--- config.mk ---
export PLATFORM = sky130hd
export DESIGN_NAME = mrpf_front_flat
export DESIGN_NICKNAME = d
export VERILOG_FILES = /design/src/hw/rtl/mrpf_pkg.sv /design/src/hw/rtl/mrpf_if.sv /design/src/hw/rtl/mrpf_front.sv /design/src/flat_wrapper.sv
export SDC_FILE = /design/constraint.sdc
export NUM_CORES = 1
export LEC_CHECK = 0
export BUFFER_PORTS_ARGS = -buffer_cell sky130_fd_sc_hd__buf_2
export CORE_AREA = 2 2 39 41
export DETAILED_ROUTE_END_ITERATION = 10
export DIE_AREA = 0 0 41 43
export GPL_TIMING_DRIVEN = 1
export PLACE_DENSITY = 0.79
export SLEW_MARGIN = 20
export SYNTH_ARGS = -nofsm -noshare
export SYNTH_HDL_FRONTEND = slang
export SYNTH_SLANG_ARGS = --single-unit
--- constraint.sdc ---
create_clock -name vclk -period 1.2
set_clock_uncertainty 0.15 [all_clocks]
set_input_delay 0.06 -clock vclk [all_inputs]
set_output_delay 0.06 -clock vclk [all_outputs]
set_load 0.02 [all_outputs]
--- src/hw/rtl/mrpf_pkg.sv ---
`default_nettype none

package mrpf_pkg;

	// field widths of the two channels
	localparam int CMD_W  = 1;
	localparam int ROW_W  = 6;
	localparam int BCOL_W = 4;
	localparam int BYTE_W = 8;
	localparam int PAGE_W = 3;
	localparam int COL_W  = 7;
	localparam int LANE_W = 3;
	localparam int LANES  = 8;

	// command codes
	localparam logic [CMD_W-1:0] CMD_WRITE = 1'b0;
	localparam logic [CMD_W-1:0] CMD_READ  = 1'b1;

	// entries of the front to back queue
	localparam int QUEUE_DEPTH = 2;

	// one classified item as it travels from front to back
	typedef struct packed {
		logic              is_read;
		logic              oob;
		logic [PAGE_W-1:0] page;
		logic [BCOL_W-1:0] bcol;
		logic [LANE_W-1:0] lane;
		logic [LANES-1:0]  lane_en;
		logic [LANE_W-1:0] bit_sel;
		logic [LANES-1:0]  wr_bits;
	} mrpf_op_t;

endpackage

`default_nettype wire

--- src/hw/rtl/mrpf_if.sv ---
`default_nettype none

// request channel: raster byte writes and page byte reads
interface mrpf_req_if;
	import mrpf_pkg::*;
	logic              valid;
	logic              ready;
	logic [CMD_W-1:0]  cmd;
	logic [ROW_W-1:0]  pixel_row;
	logic [BCOL_W-1:0] byte_column;
	logic [BYTE_W-1:0] source_byte;
	logic [BYTE_W-1:0] pixel_mask;
	logic [PAGE_W-1:0] read_page;
	logic [COL_W-1:0]  read_column;

	modport source (
		output valid, cmd, pixel_row, byte_column, source_byte, pixel_mask,
			read_page, read_column,
		input  ready
	);
	modport sink (
		input  valid, cmd, pixel_row, byte_column, source_byte, pixel_mask,
			read_page, read_column,
		output ready
	);
endinterface


`default_nettype wire

--- src/hw/rtl/mrpf_front.sv ---
`default_nettype none

module mrpf_front #(
	parameter int WIDTH  = 128,
	parameter int HEIGHT = 64
) (
	mrpf_req_if.sink              req,
	input  wire logic             clearing,
	input  wire logic             q_full,
	output logic                  push,
	output mrpf_pkg::mrpf_op_t    push_op
);
	import mrpf_pkg::*;

	localparam int PAGES = (HEIGHT + 7) / 8;

	logic             row_ok;
	logic             rd_ok;
	logic [COL_W-1:0] lane_col [LANES];

	// take an item whenever the queue has room and the store is not being cleared
	assign req.ready = !q_full && !clearing;
	assign push      = req.valid && req.ready;

	assign row_ok = {2'b00, req.pixel_row} < 8'(HEIGHT);
	assign rd_ok  = ({2'b00, req.read_page} < 5'(PAGES))
		&& ({2'b00, req.read_column} < 9'(WIDTH));

	// classify the item and work out per lane enables
	always_comb begin
		push_op = '0;
		for (int i = 0; i < LANES; i++) begin
			lane_col[i] = {req.byte_column, LANE_W'(i)};
		end
		unique case (req.cmd)
			CMD_READ: begin
				push_op.is_read = 1'b1;
				push_op.oob     = !rd_ok;
				push_op.page    = req.read_page;
				push_op.bcol    = req.read_column[COL_W-1:LANE_W];
				push_op.lane    = req.read_column[LANE_W-1:0];
			end
			CMD_WRITE: begin
				push_op.page    = req.pixel_row[ROW_W-1:LANE_W];
				push_op.bcol    = req.byte_column;
				push_op.bit_sel = req.pixel_row[LANE_W-1:0];
				for (int i = 0; i < LANES; i++) begin
					// pixel i sits at bit 7-i; the store keeps it inverted
					push_op.lane_en[i] = req.pixel_mask[i] && row_ok
						&& ({2'b00, lane_col[i]} < 9'(WIDTH));
					push_op.wr_bits[i] = !req.source_byte[LANES-1-i];
				end
			end
			default: begin
				push_op = '0;
			end
		endcase
	end

endmodule

`default_nettype wire

--- src/flat_wrapper.sv ---
// flat-port wrapper written by rule: the top's interface ports become plain ports
module mrpf_front_flat import mrpf_pkg::*;
#(
	parameter int WIDTH  = 128,
	parameter int HEIGHT = 64
)
  (clearing, q_full, push, push_op, req_valid, req_cmd, req_pixel_row, req_byte_column, req_source_byte, req_pixel_mask, req_read_page, req_read_column, req_ready);
  mrpf_req_if req_i ();
  input  wire logic clearing;
  input  wire logic q_full;
  output logic push;
  output mrpf_pkg::mrpf_op_t push_op;
  input wire logic [$bits(req_i.valid)-1:0] req_valid;
  input wire logic [$bits(req_i.cmd)-1:0] req_cmd;
  input wire logic [$bits(req_i.pixel_row)-1:0] req_pixel_row;
  input wire logic [$bits(req_i.byte_column)-1:0] req_byte_column;
  input wire logic [$bits(req_i.source_byte)-1:0] req_source_byte;
  input wire logic [$bits(req_i.pixel_mask)-1:0] req_pixel_mask;
  input wire logic [$bits(req_i.read_page)-1:0] req_read_page;
  input wire logic [$bits(req_i.read_column)-1:0] req_read_column;
  output wire logic [$bits(req_i.ready)-1:0] req_ready;
  assign req_i.valid = req_valid;
  assign req_i.cmd = req_cmd;
  assign req_i.pixel_row = req_pixel_row;
  assign req_i.byte_column = req_byte_column;
  assign req_i.source_byte = req_source_byte;
  assign req_i.pixel_mask = req_pixel_mask;
  assign req_i.read_page = req_read_page;
  assign req_i.read_column = req_read_column;
  assign req_ready = req_i.ready;
  mrpf_front #(.WIDTH(WIDTH), .HEIGHT(HEIGHT)) u_core (.req(req_i), .clearing(clearing), .q_full(q_full), .push(push), .push_op(push_op));
endmodule
Yosys cells after proc, flatten, opt, wreduce, memory -nomap -nowiden
Cells that the tools add are included.

Input port bits: 40. Bits in registers: 0. Word-level logic and storage cells: 17. Output and inout bits: 33.

Bitwise logic cells: 1. Muxes and demuxes: 4. Reductions and logical operators: 12.

Operator list (number): $mux 19 (1); $pmux 7 s2 (1); $logic_not 1->1 (10); $mux 3 (1); $logic_and 1x1->1 (2); $mux 2 (1); $not 1->1 (1).

Depth between registers and ports, before layout
Gate-level depths: netlist of run 1.

Depth after elaboration: 3. Mapped depth: 3.

Worst setup path before layout of run 1
No wires, ideal clock.

Path kind: input port to output port. Start point: input port req_cmd. End point: output port push_op[0] (netlist bit). Data arrival time: 0.617 ns. Stages: 3. Required time: 0.990 ns. Slack: 0.373 ns. Cells stage by stage: buf_6 buf_8 nor2_1.

RTL lines: start, declared (RTL line flat_wrapper.sv:14) `input wire logic [$bits(req_i.cmd)-1:0] req_cmd;`; end, declared (RTL line flat_wrapper.sv:12) `output mrpf_pkg::mrpf_op_t push_op;`.

==> results of run 1 <==
-- cells in the mapped netlist (all sizes together) --
library cell | number | area share [%]
mux2 | 7 | 37
conb | 1 | 1.3
nor2 | 9 | 12
and2 | 3 | 6.6
nor3b | 1 | 2.6
nor2b | 11 | 24
buf | 5 | 16
-- area by class of cell --
type	instances	area (um2)
Timing Repair Buffer	73	380
Tap cell	16	20.0
Fill cell	145	746
Multi-Input combinational cell	32	238
-- worst min-delay path, delay by kind of cell --
| kind | cells | cell delay, ns |
|---|---|---|
| buf+inv | 2 | 0.21 |
| simple gates | 1 | 0.03 |
-- metal layers --
metal	part of all wire [%]	wire [um]	track usage (%)	vias to the layer above
li1	-	-	-	250
met1	27	312	9.81	211
met2	56	640	26.9	50
met3	17	192	1.05	0
met4	0	0	0	0
met5	0	0	0	-
-- how the worst max path moves through the flow --
| stage | startpoint | end | cells past startpoint |
|---|---|---|---|
| finish | req_cmd | push_op[28] | 3 |
| global route | req_cmd | push_op[28] | 3 |
| CTS | req_cmd | push_op[28] | 3 |
| detailed placement | req_cmd | push_op[24] | 3 |
| global placement | req_cmd | push_op[23] | 3 |
| floorplan | req_cmd | push_op[0] | 3 |
-- power groups by stage --
stage / combinational (mW) / sequential (mW) / clock, mW
final: 0.284 / 0 / 0
after global routing: 0.309 / 0 / 0
after CTS: 0.288 / 0 / 0
after detailed placement: 0.288 / 0 / 0
after floorplan: 0.171 / 0 / 0
after global placement: 0.283 / 0 / 0
-- cell families after synthesis --
kind of cell,share of synthesized area (%)
and+or+nand+nor,45.4
buffers and inverters,16.3
other,1.32
muxes,37.0
-- stage by stage --
stage                     util, %  hold WS, ns  setup slack, ns  instance area, um2  total power [mW]
after floorplan                 -       0.0449            0.373                 284             0.171
after global placement       46.1        0.214            0.107                 638             0.283
after detailed placement     46.1        0.214           0.0824                 638             0.288
after CTS                    46.1        0.216           0.0814                 638             0.288
after global routing         46.1        0.225           0.0440                 638             0.309
final                        46.1        0.214           0.0890                 638             0.284
==> summary.txt, run 1 <==
Outcome: complete, no violations
VDD IR max: 0.195 mV
Slowest CP cell: buf_2
Commonest non-fill, non-tap cell in the layout: buf_2
Crit path max-delay family: buffers and inverters
Hold violation total from the final report: 0
Final TNS setup: 0 ns
Register area share after synthesis: 0%
Power Dens Cells: 445 nW/um2
Sw Ratio: 52.3%
Vias: 511
Netlist Area Pre-Place: 284 um2
Kind of critical path: input port to output port
Max FO, Critical Path: 18
Hold endpoint: push_op[3]
Post-Synthesis Cells: 37
Worst Path Required: 0.99 ns
Layout cells sized above 1: 76.2%
Final Wtd Congestion: 0.805
Most frequent cells in the layout: buf_2 (72), nor2b_1 (11), nor2_1 (9)
Largest stage delay, worst path: 0.35 ns
CTS resizes: 0
RSZ-0062 raised after global routing: no
First-pass iteration count of the detailed router: 1
Final wirelength: 1150 um
Layout net count: 147
Largest net degree at the start of global routing: 19
Core region area: 1380 um2
Sequential power share: 0%
Grt ovf: 0
Bufs and invs on worst path: 2
Mapped Nets: 77
Hold wc startpoint: req_source_byte[4]
Initial drt markers: 0
Starting Density: 20.5%
All-Layer GR Usage: 11.9%
Routed length per placed instance: 9.47 um
First-pass GRT wire length: 1520 um
FF+latch area: 0 um2
Seq_cells: 0
Fmax: 900 MHz
Syn avg cell area: 7.68 um2
Worst hold path type: input port to output port
MaxCap Viol Count: 0
Routed vias/inst: 4.22
CP Cell Sequence: buf_2 > mux2_4 > buf_2
Fin crit share: 92.6%
Startpoint Class: input port
ANT nets after route: 0
Clock buffer cells: 0
DIE HEIGHT: 43 um
Fin cells: 121
Boundary Pins: 73
Crit path DAT: 0.90 ns
Setup-failing EPs final: 0
Initial antenna violation count: 0
Placed cells: 121
Inserted Diodes: 0
Cell Rows: 14
Yosys warns: 0
Combinational share of power: 100.0%
Fin crit period: 1.11 ns
Post-CTS Setup Bufs: 0
Leakage: 0.425 nW
Hold Path Depth: 3
Most common cell on crit path: buf_2
Internal: 136 uW
Sw power: 149 uW
Remaining DRCs: 0
Area of the die: 1760 um2
Die W: 41 um
Yosys cell types: 10
Input/output buffers: 72
Area delta synth->final: 125%
Clock share of power: 0%
Vias in the first global route: 418
Max-slew violations: 0
CTS Hold Bufs: 0
Setup crit end kind: output port
Power figures use the tool's default switching activity.
==> run 2: changes to the inputs <==
--- a/config.mk
+++ b/config.mk
@@ -11,7 +11,6 @@
 export DIE_AREA = 0 0 41 43
 export GPL_TIMING_DRIVEN = 1
 export PLACE_DENSITY = 0.79
-export SLEW_MARGIN = 20
 export SYNTH_ARGS = -nofsm -noshare
 export SYNTH_HDL_FRONTEND = slang
 export SYNTH_SLANG_ARGS = --single-unit
==> constraint.sdc (replaced) <==
create_clock -name vclk -period 1.04
set_clock_uncertainty 0.15 [all_clocks]
set_input_delay 0.052 -clock vclk [all_inputs]
set_output_delay 0.052 -clock vclk [all_outputs]
set_load 0.02 [all_outputs]
==> run 2 against run 1 <==
  * Cell area rose by 0.39%
  * Die area stayed put
  * Worst setup slack got worse by 0.0062 ns
  * Critical endpoint is now push_op[27]
  * Highest routed layer unchanged
==> summary.txt, run 2 (synthesis gave the netlist of run 1 again) <==
Most frequent cells in the layout: buf_2 (71), nor2b_1 (11), nor2_1 (9) (was buf_2 (72), nor2b_1 (11), nor2_1 (9))
Commonest non-fill, non-tap cell in the layout: buf_2 (unchanged)
Initial drt markers: 0 (unchanged)
Grt ovf: 0 (unchanged)
Worst slack at placement: -0.0434 ns (was 0.0824 ns)
Inserted Diodes: 0 (unchanged)
Leakage: 0.426 nW (was 0.425 nW)
Max FO, Critical Path: 15 (was 18)
Fin crit share: 92.0%
WL met3: 206 um (was 192 um)
Seq_cells: 0 (unchanged)
Max-slew violations: 0 (unchanged)
Fin cells: 121 (unchanged)
Worst Path Required: 0.84 ns (was 0.99 ns)
Remaining DRCs: 0 (unchanged)
Worst hold path type: input port to output port (unchanged)
VDD IR max: 0.218 mV (was 0.195 mV)
Sw power: 172 uW (was 149 uW)
Fin crit period: 0.957 ns
Hold Path Depth: 3 (unchanged)
Metal1 wirelength: 302 um (was 312 um)
Met2 WL: 674 um (was 640 um)
ANT nets after route: 0 (unchanged)
Vias in the first global route: 429 (was 418)
Slowest CP cell: mux2_4 (was buf_2)
Boundary Pins: 73 (unchanged)
Sequential power share: 0% (about the same)
CTS Hold Bufs: 0 (unchanged)
FF+latch area: 0 um2 (unchanged)
First-pass iteration count of the detailed router: 1 (unchanged)
Post-layout total power: 330 uW (was 284 uW)
Final Util: 46.3% (was 46.1%)
Setup crit end kind: output port (unchanged)
CP Cell Sequence: buf_4 > mux2_4 > buf_2 (was buf_2 > mux2_4 > buf_2)
Largest net degree at the start of global routing: 17 (was 19)
Clock share of power: 0% (about the same)
MaxCap Viol Count: 0 (unchanged)
All-Layer GR Usage: 11.8% (was 11.9%)
Vias: 514 (was 511)
Power Dens Cells: 515 nW/um2 (was 445 nW/um2)
Levels on crit path: 3 (unchanged)
Final wirelength: 1180 um (was 1150 um)
Hold endpoint: push_op[2] (was push_op[3])
Hold violation total from the final report: 0 (unchanged)
Largest stage delay, worst path: 0.32 ns (was 0.35 ns)
Kind of critical path: input port to output port (unchanged)
Initial antenna violation count: 0 (unchanged)
Startpoint Class: input port (unchanged)
Outcome: complete, no violations (unchanged)
Routed length per placed instance: 9.79 um (was 9.47 um)
Placed cells: 121 (unchanged)
Input/output buffers: 72 (unchanged)
Starting Density: 20.5% (unchanged)
Internal: 158 uW (was 136 uW)
Routed vias/inst: 4.25 (was 4.22)
First-pass GRT wire length: 1480 um (was 1520 um)
Combinational share of power: 100.0% (about the same)
Crit path max-delay family: buffers and inverters (unchanged)
Layout net count: 147 (unchanged)
Bufs and invs on worst path: 2 (unchanged)
Final Wtd Congestion: 0.821 (was 0.805)
Die W: 41 um (unchanged)
DIE HEIGHT: 43 um (unchanged)
Sw Ratio: 52.2% (was 52.3%)
Layout cells sized above 1: 76.2% (unchanged)
Hold wc startpoint: req_source_byte[5] (was req_source_byte[4])
Area of the die: 1760 um2 (unchanged)
RSZ-0062 raised after global routing: no (unchanged)
Setup ws final: 0.0828 ns (was 0.0890 ns)
Crit path DAT: 0.76 ns (was 0.90 ns)
Fmax: 1040 MHz
Clock buffer cells: 0 (unchanged)
Cell Rows: 14 (unchanged)
Core region area: 1380 um2 (unchanged)
Top layer in use: met3 (unchanged)
Setup-failing EPs final: 0 (unchanged)
Area delta synth->final: 126% (was 125%)
Hpwl dp: 1100 um
[run 2: power by group through the flow]
stage          logic, mW  clock network (mW)  registers [mW]
3_5_place_dp       0.333                   0               0
5_1_grt            0.356                   0               0
6_report           0.330                   0               0
2_1_floorplan      0.197                   0               0
4_1_cts            0.335                   0               0
3_3_place_gp       0.326                   0               0
[run 2: worst max path at each step]
stage / startpoint / end / slack [ns]
after CTS: req_cmd / push_op[27] / 0.08
after floorplan: req_cmd / push_op[0] / 0.23
after detailed placement: req_cmd / push_op[27] / -0.04
final: req_cmd / push_op[27] / 0.08
after global placement: req_cmd / push_op[23] / -0.01
after global routing: req_cmd / push_op[23] / 0.05
[run 2: metal layers]
metal / global-route usage [%] / vias up
li1: - / 249
met1: 7.59 / 215
met2: 28.4 / 50
met3: 1.57 / 0
met4: 0 / 0
met5: 0 / -
[run 2: layout make-up]
class	instances	area, um2
Fill cell	143	743
Multi-Input combinational cell	32	238
Tap cell	16	20.0
Timing Repair Buffer	73	383
[run 2: through the flow]
| stage | TNS, ns | hold slack (ns) | instance area (um2) |
|---|---|---|---|
| 2_1_floorplan | 0 | 0.0289 | 284 |
| 3_3_place_gp | -0.0793 | 0.198 | 638 |
| 3_5_place_dp | -0.280 | 0.200 | 638 |
| 4_1_cts | 0 | 0.202 | 641 |
| 5_1_grt | 0 | 0.216 | 641 |
| 6_report | 0 | 0.201 | 641 |
[run 2: tightest hold or removal path, delay by kind of cell]
family                 cells  cell delay [ns]
AND/OR/NAND/NOR            1             0.03
buffers and inverters      2             0.21
[run 2: what timing repair did]
action | CTS | global route
gates resized for setup | 1 | 0
setup buffers | 0 | 0
setup endpoints to repair | 10 | 0
==> run 3: changes to the inputs <==
--- a/config.mk
+++ b/config.mk
@@ -5,12 +5,13 @@
 export SDC_FILE = /design/constraint.sdc
 export NUM_CORES = 1
 export LEC_CHECK = 0
+export ABC_AREA = 1
 export BUFFER_PORTS_ARGS = -buffer_cell sky130_fd_sc_hd__buf_2
 export CORE_AREA = 2 2 39 41
 export DETAILED_ROUTE_END_ITERATION = 10
 export DIE_AREA = 0 0 41 43
 export GPL_TIMING_DRIVEN = 1
-export PLACE_DENSITY = 0.79
+export PLACE_DENSITY = 0.9
 export SYNTH_ARGS = -nofsm -noshare
 export SYNTH_HDL_FRONTEND = slang
 export SYNTH_SLANG_ARGS = --single-unit
==> constraint.sdc (replaced) <==
create_clock -name vclk -period 1.04
set_clock_uncertainty 0.15 [all_clocks]
set_input_delay 0.052 -clock vclk [all_inputs]
set_output_delay 0.052 -clock vclk [all_outputs]
set_load 0.01 [all_outputs]
==> run 3 against run 2 <==
  * Maximum frequency up 9.7%
  * Worst setup slack better by 0.085 ns
  * Critical path type unchanged
  * Synthesized cell count grew 89%
  * Final cell count increased by 27%
  * Largest power group unchanged
==> summary.txt, run 3 <==
Fmax: 1150 MHz (was 1040 MHz)
Initial drt markers: 2 (was 0)
Post-synth top area share: 33.9% (was 37.0%)
Vias in the first global route: 432 (was 429)
Layout cells sized above 1: 53.6% (was 76.2%)
Fin crit period: 0.872 ns (was 0.957 ns)
Multiplexer area fraction after synthesis: 0% (was 37.0%)
Inserted Diodes: 0 (unchanged)
FF+latch area: 0 um2 (unchanged)
Leading area contributor after synthesis: nand2_1 (was mux2_4)
Met2 Use GR: 23.1% (was 28.4%)
Final Cell Area: 644 um2 (was 641 um2)
Power Dens Cells: 402 nW/um2 (was 515 nW/um2)
Cell Rows: 14 (unchanged)
Post-Synthesis Cells: 70 (was 37)
Worst Path Required: 0.84 ns (about the same)
Final Wtd Congestion: 0.659 (was 0.821)
Setup crit end kind: output port (unchanged)
Kind of critical path: input port to output port (unchanged)
Gr busiest metal: met2 (unchanged)
Register area share after synthesis: 0% (unchanged)
Mapped Nets: 110 (was 77)
Largest net degree at the start of global routing: 32 (was 17)
Most frequent cells in the layout: buf_2 (72), nand2_1 (25), nor2_1 (20) (was buf_2 (71), nor2b_1 (11), nor2_1 (9))
Hpwl dp: 963 um (was 1100 um)
Seq_cells: 0 (unchanged)
Initial antenna violation count: 0 (unchanged)
Post-Synth XOR/XNOR Area: 0% (unchanged)
Boundary Pins: 73 (unchanged)
Complex-gate fraction of the synthesized area: 0% (unchanged)
First-pass GRT wire length: 1460 um (was 1480 um)
Die W: 41 um (unchanged)
Commonest non-fill, non-tap cell in the layout: buf_2 (unchanged)
DIE HEIGHT: 43 um (unchanged)
Yosys cell types: 7 (was 10)
RSZ-0062 raised after global routing: no (unchanged)
Largest family of logic cells by synthesized area: simple AND/OR/NAND/NOR gates (unchanged)
Most common cell in the synthesized netlist: nand2_1 (was nor2b_1)
Layout net count: 180 (was 147)
Hold violation total from the final report: 0 (unchanged)
Final wirelength: 1100 um (was 1180 um)
Input/output buffers: 72 (unchanged)
Post-Synth Simple-Gate Area: 61.1% (was 45.4%)
VDD IR max: 0.216 mV (was 0.218 mV)
Adder-Cell Fraction of Synth Area: 0% (unchanged)
Final TNS setup: 0 ns (unchanged)
CTS Hold Bufs: 0 (unchanged)
Yosys warns: 0 (unchanged)
Worst hold path type: input port to output port (unchanged)
Area delta synth->final: 133% (was 126%)
Grt ovf: 0 (unchanged)
Final Util: 46.6% (was 46.3%)
CTS resizes: 0 (was 1)
Vias: 595 (was 514)
Leakage: 0.538 nW (was 0.426 nW)
Post-CTS Setup Bufs: 0 (unchanged)
Syn avg cell area: 3.95 um2 (was 7.68 um2)
Routed vias/inst: 3.86 (was 4.25)
Post-synth top cells: nand2_1 (25), nor2_1 (20), inv_1 (18) (was nor2b_1 (11), nor2_1 (9), mux2_4 (7))
MaxCap Viol Count: 0 (unchanged)
Post-DP Area: 644 um2 (was 638 um2)
Routed length per placed instance: 7.12 um (was 9.79 um)
Clock buffer cells: 0 (unchanged)
Setup-failing EPs final: 0 (unchanged)
Starting Density: 20.0% (was 20.5%)
Crit path DAT: 0.67 ns (was 0.76 ns)
Max FO, Critical Path: 31 (was 15)
ANT nets after route: 0 (unchanged)
Remaining DRCs: 0 (unchanged)
All-Layer GR Usage: 10.7% (was 11.8%)
Netlist Area Pre-Place: 277 um2 (was 284 um2)
Ranking of synthesized cells by area: nand2_1 (34%), nor2_1 (27%), inv_1 (24%) (was mux2_4 (37%), nor2b_1 (24%), nor2_1 (12%))
Met1 GRT Util: 10.1% (was 7.59%)
Fin crit share: 83.9% (was 92.0%)
Max-slew violations: 0 (unchanged)
Startpoint Class: input port (unchanged)
Outcome: complete, no violations (unchanged)
Area of the die: 1760 um2 (unchanged)
Core region area: 1380 um2 (unchanged)
Met3 GRT Util: 0.524% (was 1.57%)
First-pass iteration count of the detailed router: 2 (was 1)
run 3: cell count changes in the layout (fill, tap and decap cells not counted), sizes merged, moves of 3 or more:
| cell | delta |
|---|---|
| inv | +19 |
| nor2 | +11 |
| mux2 | -7 |
| nor2b | -11 |
| nand2 | +25 |
| and2 | -3 |
run 3: worst paths after layout:
| kind | start | end | slack [ns] | depth (start not counted) |
|---|---|---|---|---|
| worst min-delay path | req_source_byte[0] | push_op[7] | 0.18 | 3 |
| worst max-delay path | req_cmd | push_op[22] | 0.17 | 6 |
run 3: per-stage QoR:
stage	hold WS [ns]	total power, mW	setup slack (ns)	std cells
2_1_floorplan	-0.00308	0.121	0.415	70
4_1_cts	0.180	0.263	0.171	154
3_3_place_gp	0.176	0.255	0.189	154
6_report	0.178	0.259	0.168	154
5_1_grt	0.192	0.294	0.115	154
3_5_place_dp	0.180	0.262	0.173	154
run 3: per-layer routing:
layer	routed length, um	share of wire, %	up-vias
met5	0	0	-
met4	0	0	0
met3	131	12	0
met2	604	55	38
met1	360	33	235
li1	-	-	322
run 3: logic make-up (layout without fill, tap and decap cells):
family | after synthesis | after routing
buf+inv | 24 | 92
other cells | 1 | 1
simple gates | 45 | 45
run 3: final cells by class:
cell class | count | area (um2)
Fill cell | 151 | 739
Timing Repair Buffer | 73 | 380
Multi-Input combinational cell | 46 | 173
Inverter | 19 | 71.3
Tap cell | 16 | 20.0
run 3: critical path, cell delays in order:
cell and delay [ns]:
buf_2 0.11, buf_12 0.15, inv_2 0.11, nand2_1 0.06, nand2_1 0.06, buf_2 0.12
run 3: power breakdown:
| part | total, mW | leakage, nW | switching [mW] | internal [mW] |
|---|---|---|---|---|
| combinational | 0.259 | 0.538 | 0.128 | 0.131 |
| sequential | 0 | 0 | 0 | 0 |
| clock | 0 | 0 | 0 | 0 |
| total | 0.259 | 0.538 | 0.128 | 0.131 |
