### src/hw/rtl/mrpf_pkg.sv
`default_nettype none

package mrpf_pkg;

	// field widths of the two channels
	localparam int CMD_W  = 1;
	localparam int ROW_W  = 6;
	localparam int BCOL_W = 4;
	localparam int BYTE_W = 8;
	localparam int PAGE_W = 3;
	localparam int COL_W  = 7;
	localparam int LANE_W = 3;
	localparam int LANES  = 8;

	// command codes
	localparam logic [CMD_W-1:0] CMD_WRITE = 1'b0;
	localparam logic [CMD_W-1:0] CMD_READ  = 1'b1;

	// entries of the front to back queue
	localparam int QUEUE_DEPTH = 2;

	// one classified item as it travels from front to back
	typedef struct packed {
		logic              is_read;
		logic              oob;
		logic [PAGE_W-1:0] page;
		logic [BCOL_W-1:0] bcol;
		logic [LANE_W-1:0] lane;
		logic [LANES-1:0]  lane_en;
		logic [LANE_W-1:0] bit_sel;
		logic [LANES-1:0]  wr_bits;
	} mrpf_op_t;

endpackage

`default_nettype wire

### src/hw/rtl/mrpf_queue.sv
`default_nettype none

module mrpf_queue (
	input  wire logic               clk,
	input  wire logic               arst_n,
	input  wire logic               push,
	input  wire mrpf_pkg::mrpf_op_t push_op,
	output logic                    full,
	input  wire logic               pop,
	output mrpf_pkg::mrpf_op_t      head_op,
	output logic                    empty
);
	import mrpf_pkg::*;

	localparam int PTR_W = (QUEUE_DEPTH > 1) ? $clog2(QUEUE_DEPTH) : 1;
	localparam int CNT_W = $clog2(QUEUE_DEPTH + 1);

	mrpf_op_t         ent_q [QUEUE_DEPTH];
	logic [PTR_W-1:0] wr_ptr_q;
	logic [PTR_W-1:0] rd_ptr_q;
	logic [CNT_W-1:0] count_q;

	assign full    = count_q == CNT_W'(QUEUE_DEPTH);
	assign empty   = count_q == '0;
	assign head_op = ent_q[rd_ptr_q];

	// entry storage
	always_ff @(posedge clk) begin
		if (push) begin
			ent_q[wr_ptr_q] <= push_op;
		end
	end

	// pointers and fill count
	always_ff @(posedge clk or negedge arst_n) begin
		if (!arst_n) begin
			wr_ptr_q <= '0;
			rd_ptr_q <= '0;
			count_q  <= '0;
		end else begin
			if (push) begin
				wr_ptr_q <= (wr_ptr_q == PTR_W'(QUEUE_DEPTH - 1)) ? '0 : wr_ptr_q + 1'b1;
			end
			if (pop) begin
				rd_ptr_q <= (rd_ptr_q == PTR_W'(QUEUE_DEPTH - 1)) ? '0 : rd_ptr_q + 1'b1;
			end
			if (push && !pop) begin
				count_q <= count_q + 1'b1;
			end else if (pop && !push) begin
				count_q <= count_q - 1'b1;
			end
		end
	end

	a_no_overflow: assert property (@(posedge clk) disable iff (!arst_n)
		push |-> !full)
		else $error("queue push while full");

	a_no_underflow: assert property (@(posedge clk) disable iff (!arst_n)
		pop |-> !empty)
		else $error("queue pop while empty");

endmodule

`default_nettype wire

### config.mk
export PLATFORM = sky130hd
export DESIGN_NAME = mrpf_queue
export DESIGN_NICKNAME = d
export VERILOG_FILES = /design/src/hw/rtl/mrpf_pkg.sv /design/src/hw/rtl/mrpf_queue.sv
export SDC_FILE = /design/constraint.sdc
export NUM_CORES = 1
export LEC_CHECK = 0
export ABC_AREA = 1
export BUFFER_PORTS_ARGS = -buffer_cell sky130_fd_sc_hd__buf_2
export CORE_MARGIN = 5
export CORE_UTILIZATION = 52
export DETAILED_ROUTE_END_ITERATION = 10
export PLACE_DENSITY = 0.79
export REMOVE_ABC_BUFFERS = 1
export SYNTH_ARGS = -nofsm -noshare
export SYNTH_HDL_FRONTEND = slang
export SYNTH_SLANG_ARGS = --single-unit
### constraint.sdc
create_clock -name clk -period 3.2 [get_ports clk]
set_clock_uncertainty 0.2 [all_clocks]
set_input_delay 0.48 -clock clk [delete_from_list [all_inputs] [get_ports clk]]
set_output_delay 0.48 -clock clk [all_outputs]
set_load 0.05 [all_outputs]
Word level (Yosys, flattened, before mapping)
Memories as Yosys holds them, arrays and structs flattened. Index checks and enable logic that the tools add are counted.

Reduce and logical (&&, ||, !) cells: 6. Multiplexer cells: 6. $add $sub $neg: 4. Equal/unequal tests: 1.

Operators by type and width (number): two-way mux 1 bit (4); two-way mux 2 bit (2); adder 1 bit, second input constant (2); adder 2 x 1 -> 2 bit, second input constant (1); equality test 2 bit, second input constant (1); logical AND 1 bit (2); zero test 1 bit (2); zero test 2 bit (1); nonzero test 2 bit (1); subtractor 2 x 1 -> 2 bit, second input constant (1).

Memory bits (writable): 62. Register bits after elaboration: 4. Input bits: 35. Memories: 1. Output and inout port bits: 33. Logic and storage cells: 21.

Memories: ent_q (depth 2, width 31, rd ports 1, clocked after Yosys merged registers in 0, write ports 1, line mrpf_queue.sv:18) `mrpf_op_t ent_q [QUEUE_DEPTH];`.

Longest topological paths before layout
Gate-level depths: netlist (run 1).

Depth in word-level cells: 4. Mapped depth: 7. Mapped depth without buffers: 7.

Worst setup path after synthesis (run 1)
Ideal clock, no wire load.

Path type: in2reg. Start point: in push. End point: mem ent_q[0][0] (netlist bit), enable pin. Arrival time: 1.827 ns. Setup time: 0.420 ns. Buffers on the path: 0. Path slack: 0.753 ns. Stages on the path: 2. Path through: inv_1 -> nor2_1.

Longest elaborated chain between the ends: 2.

Ends and longest elaborated chain: start, declared (line mrpf_queue.sv:6) `input wire logic push,`; two-way mux 1 bit (line mrpf_queue.sv:29) `if (push) begin`; two-way mux 1 bit (implied by the code) (line mrpf_queue.sv:30) `ent_q[wr_ptr_q] <= push_op;`; end, declared (line mrpf_queue.sv:18).

No other way between the ends.

==> results of run 1 <==
routing by layer:
metal,vias to the layer above,track usage
met2,52,0.226
met4,0,0.0811
met5,-,0
li1,613,-
met1,576,0.158
met3,6,0.0639
power breakdown:
part | switching, mW | total (mW) | leakage [nW] | internal [mW]
sequential | 0.119 | 1.27 | 0.628 | 1.15
clock | 0.279 | 0.788 | 0.118 | 0.509
combinational | 0.909 | 1.36 | 0.608 | 0.451
logic make-up (layout without fill, tap and decap cells):
group                    after synthesis  after routing  share of synthesized area
XOR/XNOR                               3              3                     0.0101
adder cells (fa/ha/maj)                1              1                    0.00482
buffers and inverters                 11             94                     0.0376
flip-flops                            66             66                      0.755
multiplexers                          31             31                      0.176
AND/OR/NAND/NOR                       10             10                     0.0159
critical path: stages (launching register included):
cell and delay (ns):
sky130_fd_sc_hd__dfrtp_2 0.72, sky130_fd_sc_hd__buf_4 0.30, sky130_fd_sc_hd__mux2_2 0.34, sky130_fd_sc_hd__buf_2 0.21
worst paths after layout:
path,from,endpoint,slack (ns),depth (start not counted)
max,rd_ptr_q,head_op[10],0.62,3
min,push_op[2],ent_q[0][2],0.14,1
max reg2reg,wr_ptr_q,ent_q[0][17],1.49,1
min reg2reg,count_q[1],count_q[1],0.31,2
max in group asynchronous,arst_n,rd_ptr_q,2.36,2
min in group asynchronous,arst_n,wr_ptr_q,0.30,2
state kept, by name (all words and copies together) (netlist names):
register	count
wr_ptr_q	1
count_q	2
ent_q	62
rd_ptr_q	1
synthesized netlist by cell type:
cell type and n:
sky130_fd_sc_hd__edfxtp_1 62, sky130_fd_sc_hd__mux2_4 29, sky130_fd_sc_hd__inv_1 7, sky130_fd_sc_hd__nand2_1 5, sky130_fd_sc_hd__dfrtp_1 4, sky130_fd_sc_hd__buf_12 3
sky130_fd_sc_hd__nor2_1 3, sky130_fd_sc_hd__mux2_2 2, sky130_fd_sc_hd__xor2_1 2, sky130_fd_sc_hd__buf_6 1, sky130_fd_sc_hd__ha_1 1, sky130_fd_sc_hd__nand3_1 1
sky130_fd_sc_hd__nand4_1 1, sky130_fd_sc_hd__xnor2_1 1
per-stage QoR:
stage                util  hold slack, ns  worst slack [ns]  cells
floorplan               -         -0.0156             0.678    118
finish              0.672           0.142             0.622    272
global route        0.672           0.111             0.540    272
detailed placement  0.622          0.0919             0.957    255
CTS                 0.672           0.123             0.593    272
global placement    0.622          0.0909             0.977    255
timing repair:
item	CTS	global route
gates resized for setup	0	0
hold buffers	1	0
setup buffers	0	0
endpoints found under the hold margin	4	0
layout make-up:
cell class	count	share of cell area
flip-flops and latches	66	0.610
multi-input cells	45	0.170
repair buffers	71	0.114
clock buffers	9	0.0385
clock inverters	7	0.0334
well taps	67	0.0260
inverters	7	0.00816
==> summary by stage, run 1 <==
Synth
The post-synthesis instance total is 122. The sequential-to-total area share from yosys stat is 0.755. The summed instance area of the synthesized netlist is 0.00260 mm^2. The top cell type's share of synthesized area is 0.717. The cell accounting for the most synthesized area is sky130_fd_sc_hd__edfxtp_1. The number of synthesized register bits is 66. The number of synthesis warnings is 0. Sorting the synthesized cells by area gives the leading types as sky130_fd_sc_hd__edfxtp_1, sky130_fd_sc_hd__mux2_4, sky130_fd_sc_hd__dfrtp_1. The mean post-synth cell area is 21.3 um^2.

In this run, distinct cell masters in the synthesized netlist total 14.

Routing
The total routed wirelength is 4.10 mm. The count of routing violations after the opening detailed-route iteration is 48. For this run, design rule violations remaining after detail routing come to 0. In the routed layout, each cell is associated on average with a via count of 4.58.

Detailed routing placed a total of 425 um of wire on met3. The wire length on met1 is 1.57 mm. The detailed-route wire length per cell is 15.1 um. Signal routing reaches up to met4.

The routed length on met2 is 2.05 mm. The detail route stage leaves a number of antenna-violating nets equal to 0. The first detailed-routing pass ran for 3 iterations. Across all layers, the routed design uses 1247 vias.

Placement
Buffers placed on the I/O ports in this run total 67. The global placer's final weighted congestion is 0.653. After legalization and detailed placement, the total HPWL measured 2.90 mm. The cell area after placement is 0.00298 mm^2.

Clock tree
TritonCTS built the clock tree. After clock tree synthesis, the clock-pin slew on the worst setup and hold paths is 0.07 ns. In this run the number of H-tree levels came out at 3. In this run, CTS created clock tree buffers numbering 9. In this run the clock root is driven by a sky130_fd_sc_hd__clkbuf_8. Counting along the longest clock path gives a buffer depth of 2.

The clock latency of the later-clocked register in the worst-skew pair is 0.32 ns. The tree built by TritonCTS fans out to 66 sinks.

GRT
The initial antenna violation count came to 0. The first global-routing pass estimated 6.45 mm of wire. The via count of the first global-routing pass is 1348. The total track usage is 0.142. The pin count of the biggest net entering global routing is 32. The global route total overflow is 0.

Cells and area
With fillers left out, the area of the finished cells amounts to 0.00322 mm^2. The top cell types in the final layout, fill and taps aside, are sky130_fd_sc_hd__buf_2, sky130_fd_sc_hd__edfxtp_1, sky130_fd_sc_hd__mux2_4. The area of all sequential standard cells is 0.00196 mm^2. The layout-stage area growth over the synthesis result is 23.9%. Summing all multi-input logic gate instances after layout gives 546 um^2.

The leading cell type in the layout, fill and taps excluded is sky130_fd_sc_hd__buf_2. The fraction of final layout cells with drive strength greater than 1 is 0.571. The fill cell instance count of the final layout is 334. The number of antenna diodes in the final layout is 0. For this run, the post-layout net count is 236.

Timing
The count of final setup violators is 0. The worst max-slew margin expressed relative to the limit is 0.418. Dividing the final minimum period by the clock period gives 0.805.

Setup repair after global routing left no endpoint under its margin. For this run, the top clock speed supported by timing is 388 MHz. The transition at the pin with the smallest max-transition slack is 0.871 ns. The minimum clock period is 2.58 ns. The final-report hold violation count is 0.

The final total negative setup slack is 0 ns. The total count of max-transition violations in the final report is 0.

Floorplan
The die height is 80.7 um. The floorplan step defined a die boundary enclosing 0.00651 mm^2. The area of the core is 0.00479 mm^2. The initialized floorplan defines 25 standard-cell rows. During I/O placement, the number of pins put on the boundary was 68. The die boundary width is 80.7 um. The initial utilization of the core area, before any placement, comes to 0.543.

Worst setup path
The category of the worst setup path launch point is a register. The sort of element at the end of the critical path is an output port. Data on the critical path is required at its endpoint by 2.52 ns. The data arrival time of the worst path is 1.90 ns. The largest fanout on the critical path is 18.

By startpoint and endpoint, the worst setup path is classified as register to output port.

Job
Max-cap violations in this run came to 0.

Power and ir drop
The power density over the cells is 1060 mW/mm^2. The completed layout was analyzed and its total power is 3.42 mW. The maximum vdd ir drop is 634 uV.

The analysis attributes to cell leakage a power of 1.35 nW.

Hold path
The path class of the lowest-slack min-delay path is primary input to register.

Run status
The run finished with clean final reports.
Note: power is estimated with default switching activity, not from simulation.
==> inputs of run 2 (changes only) <==
- ABC_AREA: 1 -> 0
- CORE_UTILIZATION: 52 -> 47
- PLACE_DENSITY: 0.79 -> 0.75
- clock period: 3.2 -> 2.34 ns (I/O delays scaled with it)
==> run 2 against run 1 <==
Sequential cell count unchanged. Clock power up 8.5%. Via count up 3.8%. Die area up 8.6%. Global-route usage down 0.90 points. Register-to-register slack worse by 0.64 ns. First-iteration DRC count up 40%. Critical endpoint is now head_op[11]. Largest power group unchanged.
==> summary by stage, run 2 <==
Run status
The run finished with clean final reports.

Clock tree
The tree built by TritonCTS fans out to 66 sinks. The register clock-pin slew on the reported worst setup and hold paths is 0.07 ns. The number of buffers created by CTS is 9.

In this run, post-CTS hold repair placed 17 buffers. The tree is rooted in a sky130_fd_sc_hd__clkbuf_8. The later pin in the worst-skew pair is clocked with a latency of 0.32 ns. In this run the number of H-tree levels came out at 3. The setup fix buffers added after clock tree synthesis is 0.

The TritonCTS clock tree is built. In this run the deepest clock path goes through 2 buffers. The quantity of gates resized following cts is 0.

Worst setup path
The master of the slowest instance on the critical path is sky130_fd_sc_hd__mux2_2. The data arrival time of the worst path is 1.54 ns. The reg-to-reg setup timing slack is 0.85 ns. The worst endpoint required time is 1.79 ns.

STA classifies the critical path endpoint as an output port. The class of the most critical setup path is register to output port. The largest fanout on the critical path is 16. The signal on the critical path passes through buf_4 > mux2_2 > buf_2. STA classifies the critical path startpoint as a register.

The largest incremental delay on the critical path is 0.37 ns.

GRT
The total overflow left after global routing is 0. The initial antenna violation count is 0. The first global-routing pass estimated 7.25 mm of wire. The via count of the first global-routing pass came to 1510. Across every metal layer, demand over resource in global routing totals 0.133. The pin count of the biggest net entering global routing is 21.

Power and ir drop
Across the VDD grid, the largest voltage drop is 838 uV. For this design the static power due to leakage is 1.38 nW. Power spread over the standard cell area amounts to 1340 mW/mm^2.

Placement
The HPWL reported at the end of detailed placement is 3.12 mm. The cell area after placement is 0.00299 mm^2. At the end of routability-driven placement, the weighted congestion stood at 0.680. The total of buffers placed on input and output ports is 67. Timing analysis after detailed placement gives a worst setup slack of 0.581 ns.

Synth
Ranked by instance count, the synthesized netlist is headed by sky130_fd_sc_hd__edfxtp_1, sky130_fd_sc_hd__mux2_4, sky130_fd_sc_hd__dfrtp_1, sky130_fd_sc_hd__xor2_1, sky130_fd_sc_hd__buf_12. Summed over all instances, the cell type with the most area after synthesis is sky130_fd_sc_hd__edfxtp_1. The number of synthesized register bits is 66. The top cell type's share of synthesized area is 0.722. By instance count, the leading cell after synthesis is sky130_fd_sc_hd__edfxtp_1.

The number of synthesis warnings is 0. By area the synthesized netlist is led by sky130_fd_sc_hd__edfxtp_1, sky130_fd_sc_hd__mux2_4, sky130_fd_sc_hd__dfrtp_1. The number of flops mapped to enable cells by yosys is 62. The summed instance area of the synthesized netlist is 0.00258 mm^2. For this run, asynchronously set or reset flops after synthesis account for 0.0606. A synthesized cell averages 22.8 um^2.

The cell count after synthesis came out at 113. Of the synthesized area, sequential elements account for 0.761. In the synthesized netlist the dominant register cell turns out to be sky130_fd_sc_hd__edfxtp_1. The count of unique library cells instantiated by Yosys is 13.

Timing
For the pin with the worst max-slew slack, the measured transition is 0.374 ns. The worst pin sits at a relative slew slack of 0.750. The count of final setup violators is 0.

The post-route fraction of the period consumed by the critical path is 0.895. The total count of max-transition violations in the final report is 0. The final-report hold violation count was 0. The setup slack after layout is 0.246 ns.

Timing would allow up to 478 MHz. Setup repair after global routing left no endpoint under its margin. The minimum clock period is 2.09 ns.

Cells and area
The number of flip-flops under the largest register name is 62. The filler cells instantiated in the layout total 419. The layout-stage area growth over the synthesis result is 29.9%.

The final layout contains 246 nets. The repair_antennas step left the layout with diodes totalling 0. The final core area utilization is 0.619. In the final layout, the share of cells above drive strength 1 is 0.540. The leading cell type in the layout, fill and taps excluded is sky130_fd_sc_hd__buf_2.

In the layout the commonest cells are sky130_fd_sc_hd__buf_2, sky130_fd_sc_hd__edfxtp_1, sky130_fd_sc_hd__mux2_4. The final cell area excluding filler cells is 0.00335 mm^2. The largest registers in the layout are ent_q x62, count_q x2. The register with the highest flop count is ent_q.

Hold path
In this run the worst hold path is classified as primary input to register.

Routing
The routed design has 4.30 mm of wire. The detailed-route wire length per cell is 15.0 um. The number of vias per cell after detailed routing is 4.51. The count of routing violations after the opening detailed-route iteration is 67. Before antenna repair, the detailed router went through 3 iterations.

Once detail routing completed, the nets flagged for antenna violations numbered 0. The total via count in the routed design is 1294. The total DRC errors in the routed layout is 0.

Floorplan
68 I/O pins were placed. The area of the core is 0.00541 mm^2. The effective utilization at floorplan is 0.477. The floorplan step defined a die boundary enclosing 0.00707 mm^2. Measured along the y axis, the die boundary spans 84.1 um. In this run the core area contains 27 standard-cell rows.

The die boundary width is 84.1 um.

Job
The tool flagged a number of max-cap violations equal to 0.
## run 2: changes by cell type after synthesis, sizes merged
cell / previous run / this run
nand3: 1 / 0
nand4: 1 / 0
nor2: 3 / 2
and2: 0 / 1
nand2: 5 / 0
xor2: 2 / 4
nor2b: 0 / 2
inv: 7 / 1
## run 2: final timing paths
| path | from | endpoint | cells past startpoint |
|---|---|---|---|
| max in group asynchronous | arst_n | rd_ptr_q | 2 |
| min in group asynchronous | arst_n | count_q[1] | 2 |
| worst min register to register | count_q[1] | count_q[1] | 1 |
| worst min-delay path | push_op[24] | ent_q[0][24] | 1 |
| worst max register to register | wr_ptr_q | ent_q[0][28] | 2 |
| worst max-delay path | rd_ptr_q | head_op[11] | 3 |
## run 2: cell families after synthesis
group / count (synthesis) / share of synthesized area
adder cells (fa/ha/maj): 1 / 0.00485
buffers and inverters: 5 / 0.0291
flip-flops: 66 / 0.761
multiplexers: 31 / 0.178
AND/OR/NAND/NOR: 5 / 0.0102
XOR/XNOR: 5 / 0.0170
## run 2: cell type report
| class | count | area [um^2] | share of cell area |
|---|---|---|---|
| flip-flops and latches | 66 | 1960 | 0.586 |
| repair buffers | 90 | 566 | 0.169 |
| multi-input cells | 42 | 548 | 0.164 |
| clock buffers | 12 | 135 | 0.0404 |
| well taps | 72 | 90.1 | 0.0269 |
| clock inverters | 4 | 42.5 | 0.0127 |
| inverters | 1 | 3.75 | 0.00112 |
## run 2: stage by stage
step	instances	hold WS, ns	TNS [ns]	total power, mW
after floorplan	109	-0.145	-2.60	3.26
after global placement	253	-0.0420	0	3.63
after detailed placement	253	-0.0382	0	3.67
after CTS	286	0.000158	0	4.56
after global routing	287	0.000746	0	4.70
final	287	0.0169	0	4.50
## run 2: critical path: cells and delay by family, from the launching register on
| kind | cells | cell delay, ns |
|---|---|---|
| buf+inv | 2 | 0.49 |
| mux | 1 | 0.37 |
| flops | 1 | 0.35 |
## run 2: per-layer routing
| layer | global-route usage | wire [um] |
|---|---|---|
| met3 | 0.0306 | 167 |
| met5 | 0 | 0 |
| met2 | 0.225 | 2300 |
| met4 | 0.0746 | 59 |
| met1 | 0.156 | 1770 |
## run 2: power breakdown
part | switching [mW] | internal (mW) | leakage, nW
Clock | 0.371 | 0.484 | 0.0894
Sequential | 0.0843 | 1.58 | 0.628
Combinational | 1.32 | 0.661 | 0.665
Total | 1.78 | 2.72 | 1.38
==> inputs of run 3 (changes only) <==
- CORE_UTILIZATION: 47 -> 50
- PLACE_DENSITY: 0.75 -> 0.76
- clock period: 2.34 -> 2 ns (I/O delays scaled with it)
==> run 3 against run 2 <==
Global-route usage up 2.0 points. Sequential cell count unchanged. Critical path depth unchanged. Setup slack worse by 0.21 ns. Clock power up 33%. Critical path type unchanged.
==> summary by stage, run 3 (synthesis gave the netlist of run 2 again) <==
Run status
The flow ran to the end, and the final reports show no timing, DRC or antenna violations.

Timing
In this run the tightest slew margin relative to its limit is 0.828. The final worst hold slack is 0.114 ns. Setup repair after global routing could not meet its margin everywhere.

The final total negative setup slack is 0 ns. The worst path in the final design needs a cycle of 1.97 ns, including I/O delays and setup. In the post-route analysis, the smallest setup slack over all paths is 0.0338 ns.

At the pin with the least slew margin, the transition time is 0.260 ns. Timing would allow up to 509 MHz. Setup violations remaining at the end of the flow were counted as 0. The post-route fraction of the period consumed by the critical path is 0.983. The total count of max-transition violations in the final report is 0. The final-report hold violation count is 0.

Clock tree
The clock latency of the later-clocked register in the worst-skew pair is 0.33 ns. Counting the buffers created by CTS gives 9. The TritonCTS clock tree is built. The setup fix buffers added after clock tree synthesis is 0.

Clock-pin slew was measured on the worst setup and hold paths at 0.06 ns. The maximum clock path buffer count is 2. The buffer type at the clock tree root is sky130_fd_sc_hd__clkbuf_8. The total number of H-tree levels is 3. The number of clock sinks seen by CTS is 66.

Worst setup path
The capture point of the worst reg-to-reg path is ent_q[1][13]. The launch point of the worst reg-to-reg path is wr_ptr_q. STA classifies the critical path endpoint as an output port. The reg-to-reg setup timing slack is 0.63 ns. Among cell families on the critical path, the largest total delay comes from flip-flops. The combined buffer and inverter count along the critical path is 2.

For this design, the slowest cell found on the critical path is sky130_fd_sc_hd__dfrtp_2. The critical path ends at head_op[10]. The class of the most critical setup path is register to output port. The most critical setup path has its startpoint at rd_ptr_q. The worst setup path is launched from a register. The worst endpoint required time is 1.50 ns. STA puts the critical path data arrival time at 1.47 ns. Measured in cells, the most critical reg-to-reg path has a length of 2. Walking the worst path, the cells encountered are buf_12 > mux2_2 > buf_6. Of all nets on the critical path, the largest fanout is 19. The largest incremental delay on the critical path is 0.41 ns. The count of cell instances traversed by the critical path is 3.

Placement
The HPWL after detailed placement is 2.94 mm. The total placed cells including tap cells is 252. The global placer's final weighted congestion is 0.669. The cell area after placement is 0.00301 mm^2.

The total of buffers placed on input and output ports is 67. The minimum setup slack after placement is 0.340 ns.

Routing
The detailed-route wire length per cell is 15.7 um. The routed layout has 1400 vias. The total DRC errors in the routed layout is 0. Wires add up to 4.72 mm. The detailed router finished its first iteration with 95 violations. Using the TritonRoute via totals, the vias-per-cell ratio works out to 4.65. The detail route stage leaves a number of antenna-violating nets equal to 0. The first detailed-routing pass took 4 iterations.

Cells and area
Of the cells placed in the final design, the portion with a size suffix greater than 1 is 0.506. The number of nets in the layout is 263. Ranked by flip-flop count, first place goes to ent_q. Summing all non-filler instances in the final layout gives an area of 0.00358 mm^2. Leaving out fill and tap cells, the most frequent cells in the layout are sky130_fd_sc_hd__edfxtp_1, sky130_fd_sc_hd__buf_2, sky130_fd_sc_hd__dlygate4sd3_1. The library cell used most frequently in the layout, excluding fill and tap cells, is sky130_fd_sc_hd__edfxtp_1.

The finished layout holds 301 standard cells, fillers aside. For this run, the share of the core covered by cells in the final layout is 0.710. Compared with the post-synthesis result, the final layout area differs by 38.8%. The number of flip-flops under the largest register name is 62. 0 antenna diodes ended up in the layout. The largest registers in the layout are ent_q x62, count_q x2.

Power and ir drop
The power density over the cells is 1550 mW/mm^2. Summing internal, switching and leakage power gives 5.56 mW. The static power due to leakage is 1.48 nW. IR analysis of the VDD net gives a maximum drop of 1030 uV.

GRT
Entering global routing, the biggest net connects 20 pins. The total track usage is 0.153. The via count of the first global-routing pass is 1524. The first global-routing pass estimated 7.29 mm of wire.

The global route total overflow is 0. The initial antenna violation count is 0.

Floorplan
For this configuration, the core starts out at a cell density of 0.511. The die boundary width is 81.8 um. The die covers 0.00669 mm^2.

The core region is 0.00504 mm^2. 68 I/O pins were placed. The total number of placement rows is 26.

The die height is 81.8 um.

Hold path
The path class of the lowest-slack min-delay path is primary input to asynchronous set/reset pin.

Job
The tool flagged a number of max-cap violations equal to 0.
run 3: cell count changes in the layout (fill, tap and decap cells not counted):
cell	previous run	this run
sky130_fd_sc_hd__bufinv_16	1	2
sky130_fd_sc_hd__mux2_2	2	1
sky130_fd_sc_hd__mux2_4	29	30
sky130_fd_sc_hd__clkbuf_1	3	2
sky130_fd_sc_hd__clkinv_2	1	0
sky130_fd_sc_hd__buf_4	4	10
sky130_fd_sc_hd__buf_2	67	59
sky130_fd_sc_hd__buf_12	1	2
sky130_fd_sc_hd__buf_6	0	2
sky130_fd_sc_hd__dlygate4sd3_1	18	34
run 3: final cells by class:
cell class	count	area, um^2
sequential	66	1960
clock inverter	4	67.6
tap	70	87.6
timing repair buffer	107	773
multi-input combinational	42	552
clock buffer	11	131
fill	325	1460
inverter	1	3.75
run 3: worst min-delay path by stage:
stage                      start         end  slack [ns]  depth (start not counted)
after floorplan           arst_n  count_q[0]       -0.20                          0
after global placement    arst_n  count_q[1]       -0.09                          1
after detailed placement  arst_n  count_q[1]       -0.08                          1
after CTS                 arst_n  count_q[0]        0.09                          2
after global routing      arst_n    rd_ptr_q        0.12                          2
final                     arst_n    rd_ptr_q        0.11                          2
run 3: report_power, final:
| group | internal [mW] | switching [mW] | total, mW |
|---|---|---|---|
| combinational | 0.894 | 1.57 | 2.46 |
| clock | 0.687 | 0.452 | 1.14 |
| sequential | 1.84 | 0.114 | 1.96 |
| total | 3.43 | 2.13 | 5.56 |
run 3: worst reg2reg max path, delay by kind of cell, from the launching register on:
family                 cells  cell delay, ns
flip-flops                 1            0.41
AND/OR/NAND/NOR            1            0.17
buffers and inverters      1            0.27
run 3: what timing repair did:
action                                  CTS  global route
endpoints found under the hold margin    68             0
hold buffers                             34             0
endpoints found under the setup margin    2            25
pin swaps                                 0             0
gates resized for setup                   4            13
run 3: per-layer routing:
metal	GRT usage	part of all wire	vias up
li1	-	-	661
met1	0.173	0.40	676
met2	0.262	0.52	53
met3	0.0581	0.067	10
met4	0.0598	0.016	0
met5	0	0	-
